===== src/gsbf_pkg.sv =====
package gsbf_pkg;

  localparam logic [15:0] BLOCK_MAX = 16'd65535;
  localparam logic [31:0] CRC_POLY  = 32'hedb88320;
  localparam logic [31:0] CRC_INIT  = 32'hffffffff;

  localparam logic [0:0] FUNC_START = 1'b0;
  localparam logic [0:0] FUNC_DATA  = 1'b1;

  // byte positions within one run of results
  localparam logic [4:0] P_GZ0      = 5'd0;
  localparam logic [4:0] P_GZ_LAST  = 5'd9;
  localparam logic [4:0] P_BLK0     = 5'd10;
  localparam logic [4:0] P_BLK_LAST = 5'd14;
  localparam logic [4:0] P_DATA     = 5'd15;
  localparam logic [4:0] P_TRL0     = 5'd16;
  localparam logic [4:0] P_TRL_LAST = 5'd23;

  typedef struct packed {
    logic        has_gz;
    logic        has_blk;
    logic        has_data;
    logic        has_trl;
    logic        rej;
    logic        blk_final;
    logic [15:0] blk_len;
    logic [7:0]  data;
    logic [31:0] trl_crc;
    logic [31:0] trl_len;
  } run_t;

  function automatic logic [7:0] gz_head(input logic [3:0] idx);
    logic [7:0] b;
    case (idx)
      4'd0:    b = 8'h1f;
      4'd1:    b = 8'h8b;
      4'd2:    b = 8'h08;
      4'd9:    b = 8'hff;
      default: b = 8'h00;
    endcase
    return b;
  endfunction

  function automatic logic [31:0] crc32_byte(input logic [31:0] c_in, input logic [7:0] b);
    logic [31:0] c;
    c = c_in ^ {24'd0, b};
    for (int j = 0; j < 8; j++) begin
      c = (c >> 1) ^ (c[0] ? CRC_POLY : 32'd0);
    end
    return c;
  endfunction

endpackage


===== src/gzip_stored_block_framer.sv =====
// gzip_stored_block_framer
// Input beats: tuser = func (0 start frame, 1 data byte), tdata = payload byte.
// Output beats: one gzip stream byte each; tlast marks the final byte caused
// by an input beat, tuser[0] marks the last trailer byte of the frame and
// tuser[1] marks a data byte rejected because no frame was open.
// Write total_length through cfg_we/cfg_wdata before a start beat; it is
// sampled at the start.
// Each input beat is latched into a run register; an emitter walks it one
// output byte per cycle when not stalled: 10 header bytes for a start (23
// for an empty frame), 1 byte for plain data, 6 with a block header before
// it, plus 8 trailer bytes after the frame's last byte. The next beat is
// taken in the cycle the current run emits its last byte, so unstalled data
// streams at one byte per cycle. Output passes run, then output register.
// A stalled out_tready holds the output register and the emitter; input is
// back-pressured once the run register is full.
// Reset clears control state and presets the CRC; no frame is open after it.
module gzip_stored_block_framer (
  input  logic       clk,
  input  logic       rst_n,
  input  logic       cfg_we,
  input  logic [31:0] cfg_wdata,
  input  logic       in_tvalid,
  output logic       in_tready,
  input  logic [7:0] in_tdata,   // [7:0] data_byte
  input  logic       in_tuser,   // [0] func
  output logic       out_tvalid,
  input  logic       out_tready,
  output logic [7:0] out_tdata,  // [7:0] out_byte
  output logic       out_tlast,  // last_of_run
  output logic [1:0] out_tuser   // [0] frame_done, [1] rejected
);

  logic [31:0] total_length_r;
  logic [31:0] crc_r, crc_nxt;
  logic [31:0] left_frame_r, left_frame_nxt;
  logic [15:0] left_blk_r, left_blk_nxt;
  logic        open_r, open_nxt;
  logic [31:0] frame_len_r, frame_len_nxt;

  gsbf_pkg::run_t run_r, run_nxt;
  logic        run_active_r, run_active_nxt;
  logic [4:0]  pos_r, pos_nxt;
  logic [4:0]  last_pos, next_pos, start_pos;

  logic [7:0]  out_byte_r, out_byte_nxt;
  logic        out_last_r, out_done_r, out_rej_r;
  logic        out_valid_r, out_valid_nxt;

  logic emit_en, run_done, in_fire;
  logic [15:0] chunk, blk_base, blk_dec;
  logic [31:0] left_dec, crc_upd;

  assign emit_en   = run_active_r && (!out_valid_r || out_tready);
  assign run_done  = emit_en && (pos_r == last_pos);
  assign in_tready = !run_active_r || run_done;
  assign in_fire   = in_tvalid && in_tready;

  always_comb begin
    if (run_r.has_trl)       last_pos = gsbf_pkg::P_TRL_LAST;
    else if (run_r.has_data) last_pos = gsbf_pkg::P_DATA;
    else if (run_r.has_blk)  last_pos = gsbf_pkg::P_BLK_LAST;
    else                     last_pos = gsbf_pkg::P_GZ_LAST;
  end

  always_comb begin
    if (pos_r == gsbf_pkg::P_GZ_LAST) begin
      next_pos = run_r.has_blk ? gsbf_pkg::P_BLK0 :
                 (run_r.has_data ? gsbf_pkg::P_DATA : gsbf_pkg::P_TRL0);
    end else if (pos_r == gsbf_pkg::P_BLK_LAST) begin
      next_pos = run_r.has_data ? gsbf_pkg::P_DATA : gsbf_pkg::P_TRL0;
    end else begin
      next_pos = pos_r + 5'd1;
    end
  end

  always_comb begin
    if (run_nxt.has_gz)       start_pos = gsbf_pkg::P_GZ0;
    else if (run_nxt.has_blk) start_pos = gsbf_pkg::P_BLK0;
    else                      start_pos = gsbf_pkg::P_DATA;
  end

  assign chunk    = (left_frame_r > {16'd0, gsbf_pkg::BLOCK_MAX}) ? gsbf_pkg::BLOCK_MAX
                                                                   : left_frame_r[15:0];
  assign blk_base = (left_blk_r == 16'd0) ? chunk : left_blk_r;
  assign blk_dec  = blk_base - 16'd1;
  assign left_dec = left_frame_r - 32'd1;
  assign crc_upd  = gsbf_pkg::crc32_byte(crc_r, in_tdata);

  always_comb begin
    crc_nxt        = crc_r;
    left_frame_nxt = left_frame_r;
    left_blk_nxt   = left_blk_r;
    open_nxt       = open_r;
    frame_len_nxt  = frame_len_r;
    run_nxt        = run_r;
    if (in_fire) begin
      run_nxt = '0;
      if (in_tuser == gsbf_pkg::FUNC_START) begin
        crc_nxt          = gsbf_pkg::CRC_INIT;
        frame_len_nxt    = total_length_r;
        left_frame_nxt   = total_length_r;
        left_blk_nxt     = 16'd0;
        open_nxt         = (total_length_r != 32'd0);
        run_nxt.has_gz   = 1'b1;
        run_nxt.has_blk  = (total_length_r == 32'd0);
        run_nxt.has_trl  = (total_length_r == 32'd0);
        run_nxt.blk_final = 1'b1;
        run_nxt.blk_len  = 16'd0;
        run_nxt.trl_crc  = 32'd0;
        run_nxt.trl_len  = 32'd0;
      end else if (!open_r) begin
        run_nxt.has_data = 1'b1;
        run_nxt.rej      = 1'b1;
        run_nxt.data     = 8'd0;
      end else begin
        run_nxt.has_data  = 1'b1;
        run_nxt.data      = in_tdata;
        run_nxt.has_blk   = (left_blk_r == 16'd0);
        run_nxt.blk_len   = chunk;
        run_nxt.blk_final = ({16'd0, chunk} == left_frame_r);
        crc_nxt           = crc_upd;
        left_frame_nxt    = left_dec;
        left_blk_nxt      = blk_dec;
        run_nxt.trl_crc   = ~crc_upd;
        run_nxt.trl_len   = frame_len_r;
        if (left_dec == 32'd0) begin
          run_nxt.has_trl = 1'b1;
          open_nxt        = 1'b0;
          left_blk_nxt    = 16'd0;
        end
      end
    end
  end

  always_comb begin
    case (pos_r) inside
      [gsbf_pkg::P_GZ0:gsbf_pkg::P_GZ_LAST]: out_byte_nxt = gsbf_pkg::gz_head(pos_r[3:0]);
      5'd10:            out_byte_nxt = {7'd0, run_r.blk_final};
      5'd11:            out_byte_nxt = run_r.blk_len[7:0];
      5'd12:            out_byte_nxt = run_r.blk_len[15:8];
      5'd13:            out_byte_nxt = ~run_r.blk_len[7:0];
      5'd14:            out_byte_nxt = ~run_r.blk_len[15:8];
      5'd15:            out_byte_nxt = run_r.data;
      5'd16:            out_byte_nxt = run_r.trl_crc[7:0];
      5'd17:            out_byte_nxt = run_r.trl_crc[15:8];
      5'd18:            out_byte_nxt = run_r.trl_crc[23:16];
      5'd19:            out_byte_nxt = run_r.trl_crc[31:24];
      5'd20:            out_byte_nxt = run_r.trl_len[7:0];
      5'd21:            out_byte_nxt = run_r.trl_len[15:8];
      5'd22:            out_byte_nxt = run_r.trl_len[23:16];
      5'd23:            out_byte_nxt = run_r.trl_len[31:24];
      default:          out_byte_nxt = 8'd0;
    endcase
  end

  assign run_active_nxt = in_fire ? 1'b1 : (run_done ? 1'b0 : run_active_r);
  assign pos_nxt        = in_fire ? start_pos : (emit_en ? next_pos : pos_r);
  assign out_valid_nxt  = emit_en ? 1'b1 : (out_tready ? 1'b0 : out_valid_r);

  always_ff @(posedge clk) begin
    if (!rst_n) begin
      total_length_r <= 32'd0;
      crc_r          <= gsbf_pkg::CRC_INIT;
      left_frame_r   <= 32'd0;
      left_blk_r     <= 16'd0;
      open_r         <= 1'b0;
      frame_len_r    <= 32'd0;
      run_active_r   <= 1'b0;
      pos_r          <= gsbf_pkg::P_GZ0;
      out_valid_r    <= 1'b0;
    end else begin
      if (cfg_we) total_length_r <= cfg_wdata;
      crc_r        <= crc_nxt;
      left_frame_r <= left_frame_nxt;
      left_blk_r   <= left_blk_nxt;
      open_r       <= open_nxt;
      frame_len_r  <= frame_len_nxt;
      run_active_r <= run_active_nxt;
      pos_r        <= pos_nxt;
      out_valid_r  <= out_valid_nxt;
    end
  end

  always_ff @(posedge clk) begin
    run_r <= run_nxt;
    if (emit_en) begin
      out_byte_r <= out_byte_nxt;
      out_last_r <= (pos_r == last_pos);
      out_done_r <= (pos_r == gsbf_pkg::P_TRL_LAST);
      out_rej_r  <= run_r.rej && (pos_r == gsbf_pkg::P_DATA);
    end
  end

  assign out_tvalid = out_valid_r;
  assign out_tdata  = out_byte_r;
  assign out_tlast  = out_last_r;
  assign out_tuser  = {out_rej_r, out_done_r};

  a_done_is_last: assert property (@(posedge clk) disable iff (!rst_n)
    out_tvalid && out_tuser[0] |-> out_tlast)
    else $error("frame_done without last_of_run");

  a_rej_form: assert property (@(posedge clk) disable iff (!rst_n)
    out_tvalid && out_tuser[1] |-> out_tlast && out_tdata == 8'd0 && !out_tuser[0])
    else $error("rejected beat malformed");

  a_pos_bound: assert property (@(posedge clk) disable iff (!rst_n)
    run_active_r |-> pos_r <= last_pos)
    else $error("emitter ran past end of run");

  a_open_left: assert property (@(posedge clk) disable iff (!rst_n)
    open_r |-> left_frame_r != 32'd0)
    else $error("open frame with no bytes left");

endmodule


===== config.mk =====
export PLATFORM = sky130hd
export DESIGN_NAME = gzip_stored_block_framer
export DESIGN_NICKNAME = d
export VERILOG_FILES = /design/src/gsbf_pkg.sv /design/src/gzip_stored_block_framer.sv
export SDC_FILE = /design/constraint.sdc
export NUM_CORES = 1
export LEC_CHECK = 0
export BUFFER_PORTS_ARGS = -buffer_cell sky130_fd_sc_hd__buf_2
export CAP_MARGIN = 20
export CORE_UTILIZATION = 54
export CTS_BUF_LIST = sky130_fd_sc_hd__clkbuf_16
export CTS_CLUSTER_DIAMETER = 80
export CTS_CLUSTER_SIZE = 10
export DETAILED_ROUTE_END_ITERATION = 7
export GPL_ROUTABILITY_DRIVEN = 0
export HOLD_SLACK_MARGIN = 0.12
export PLACE_DENSITY_LB_ADDON = 0.25
export SYNTH_ARGS = -nofsm -noshare
export SYNTH_HDL_FRONTEND = slang
export SYNTH_SLANG_ARGS = --single-unit
export TNS_END_PERCENT = 20

===== constraint.sdc =====
create_clock -name clk -period 5.67 [get_ports clk]
set_clock_uncertainty 0.1 [all_clocks]
set_input_delay 1.134 -clock clk [delete_from_list [all_inputs] [get_ports clk]]
set_output_delay 1.134 -clock clk [all_outputs]
set_load 0.1 [all_outputs]

==> metrics.yaml <==
startpoint: "pos_r[3]$_SDFFE_PN0P_"
max_freq_mhz: 228.1
grt_max_degree: 62
yosys_warnings: 0
slew_headroom: 0.2510
hpwl_um: 25420
core_um2: 23610
post-route-period-util: 0.7734
end_kind: "output port"
numClockSinks: 256
ant_nets: 0
fin_setup_tns_ns: 0
insertion_delay_ns: 0.56
dr_total_vias: 11270
rows: 56
ys_types: 70
dr.pass1.iters: 6
cts_root_buffer: "clkbuf_16"
cts_max_path_buffers: 3
fp.dieArea_um2: 24810
cts_resized: 0
rsz0062_at_grt: "no"
critPathKind: "reg -> out"
track_usage: 0.3036
viasPerCell: 6.187
status: "finished clean"
critPathBufInv: 1
post_cts_buffers: 0
synth-seq-area-share: 0.4714
hold_path.startpoint: "frame_len_r[4]$_SDFFE_PN0P_"
grt-ovfl-total: 0
cp_slowest_stage_delay_ns: 0.76
wire_per_inst_um: 20.21
drt_wl_total_um: 36830
pin_count: 59
synth.ff_latch_count: 256
nets: 1539
ir_drop_v: 0.0006788
synth-edff-count: 103
finish.utilization: 0.6082
syn_area_um2: 13060
cts.clk_slew.worst_paths_ns: 0.06
hold_path_class: "reg -> reg"
arrival_ns: 3.15
cp.required_ns: 4.44
initial_core_util: 0.5530
layout.cells.non_filler: 1822
cts_tree: "done"
grt_pass1_vias: 10550
postLayoutCellArea_um2: 14360
synth_ff_type: "dfxtp_1"
die_y_um: 157.5
place_area_um2: 13480
grt_pass1_wl_um: 58300
cap_viol_max_count: 0
crit_path_start_kind: "flip-flop"
path_max_fanout: 22
p_leak_nw: 5.512
drt_iter0_drc: 1224
antenna_found_initial: 0
setup_viol: 0
tightest_slew_ns: 1.119
synth.avg_cell_area_um2: 8.793
finalHoldViolations: 0
syn_to_final_growth_pct: 9.975
fin_crit_ns: 4.385
async_reset_ff_frac: 0
drive_above_1_share: 0.08982
die_width_um: 157.5
synth_nets: 1539
num_antenna_cells: 0
power-per-cell-area_nw_per_um2: 443.3
cp_slowest_cell: "dfxtp_1"
drc_errors: 0
whs_ns: 0.3525
r2r-start: "left_frame_r[24]$_SDFFE_PN0P_"
final_max_slew_viol_count: 0
crit_family: "compound AO/OA/AOI/OAI gates"
port_buffers: 58
htreeDepth: 1
cts_hold_buf: 0
cts_buffers: 29
dp.cells: 1771
worstPathCellList: "nand2_1, a211oi_1, o21ai_1, a221oi_1, nand2b_1, buf_2"
postSynthCellCount: 1485
==> routing by layer <==
metal	up-vias	global-route usage	routed length, µm
met1	5331	0.4275	15900
met2	522	0.4688	16580
li1	5332	-	-
met5	-	0	0
met4	0	0.09478	1129
met3	88	0.05975	3225
==> synthesized netlist by cell type (all sizes together), types with 9 or more instances <==
cell type	number	area share
a21oi	121	0.046
nor4	27	0.016
o2bb2ai	11	0.0074
inv	22	0.0063
and2	18	0.0086
xor2	24	0.016
o22ai	19	0.0091
nor2	164	0.047
nand2	185	0.053
a221oi	16	0.011
o21ai	93	0.036
a211oi	9	0.0052
dfxtp	153	0.23
and3	50	0.024
xnor2	65	0.044
clkbuf	94	0.027
nor3	36	0.014
edfxtp	103	0.24
buf	13	0.0050
mux2i	38	0.029
a31oi	9	0.0043
o211ai	12	0.0069
nand2b	14	0.0067
nand3	55	0.021
==> metrics by stage <==
| step | worst slack, ns | power (mW) |
|---|---|---|
| after detailed placement | 1.564 | 4.644 |
| after floorplan | 1.031 | 4.138 |
| after CTS | 1.326 | 6.339 |
| final | 1.285 | 6.366 |
| after global placement | 1.656 | 4.604 |
| after global routing | 1.118 | 6.717 |
==> flip-flops by register name (all words and copies together), names as in the netlist, 5 cells and up <==
register	flops
frame_len_r	32
run_r	93
crc_r	32
total_length_r	32
left_frame_r	32
pos_r	5
left_blk_r	16
out_tdata	8
==> worst register-to-register path: cells and delay by family (launching register included) <==
family                     cells  cell delay, ns
AOI/OAI and AO/OA              4            0.75
adders and majority gates      1            0.21
buffers and inverters          1            0.21
DFF                            1            0.37
muxes                          1            0.37
and+or+nand+nor                7            2.00
==> cell families after synthesis <==
kind of cell    share of synthesized area
buf+inv                           0.03881
compound gates                     0.1653
simple gates                       0.2254
fa+ha+maj                        0.007666
xor+xnor                          0.05970
flops                              0.4714
mux                               0.03172
==> where the power goes <==
group	switching (mW)	internal, mW	leakage (nW)
sequential	0.154	2.06	2.27
clock	0.732	0.961	0.477
combinational	1.53	0.932	2.77
==> layout by cell type (no fill, tap or decap), types with 5 or more instances in the layout <==
cell type / instances
and2_1: 18
o2bb2ai_1: 11
a31oi_1: 9
o22ai_1: 19
or3_1: 6
buf_2: 59
nand2b_1: 14
a21oi_1: 121
o31a_1: 6
xor2_1: 24
nor4_1: 24
o31ai_1: 7
o2111ai_1: 5
dfxtp_1: 153
buf_4: 14
ha_1: 8
clkbuf_16: 29
nor3_1: 36
nand3b_1: 7
nand3_1: 55
a211oi_1: 9
o21a_1: 7
nor2b_1: 8
nand2_1: 184
mux2i_1: 38
or4_1: 5
nor2_1: 163
inv_1: 38
a22oi_1: 6
or2_2: 7
o211ai_1: 12
a221oi_1: 16
o21ai_0: 91
and3_1: 50
nand4_1: 5
xnor2_1: 65
edfxtp_1: 103
==> layout make-up <==
cell class                 instances  area [µm²]
sequential                       256        6156
clock inverter                    20       117.6
timing repair buffer              76       462.9
multi-input combinational       1099        6410
fill                            2042        9253
tap                              319       399.1
inverter                          23       88.84
clock buffer                      29       725.7
==> worst paths after layout <==
path | slack [ns] | cells past startpoint | end
hold reg to reg | 0.35 | 2 | frame_len_r[4]$_SDFFE_PN0P_
setup reg to reg | 1.56 | 14 | left_blk_r[12]$_SDFFE_PN0P_
hold / removal | 0.35 | 2 | frame_len_r[4]$_SDFFE_PN0P_
setup / recovery | 1.29 | 6 | in_tready
No activity file was read; power rests on OpenSTA's default activity.
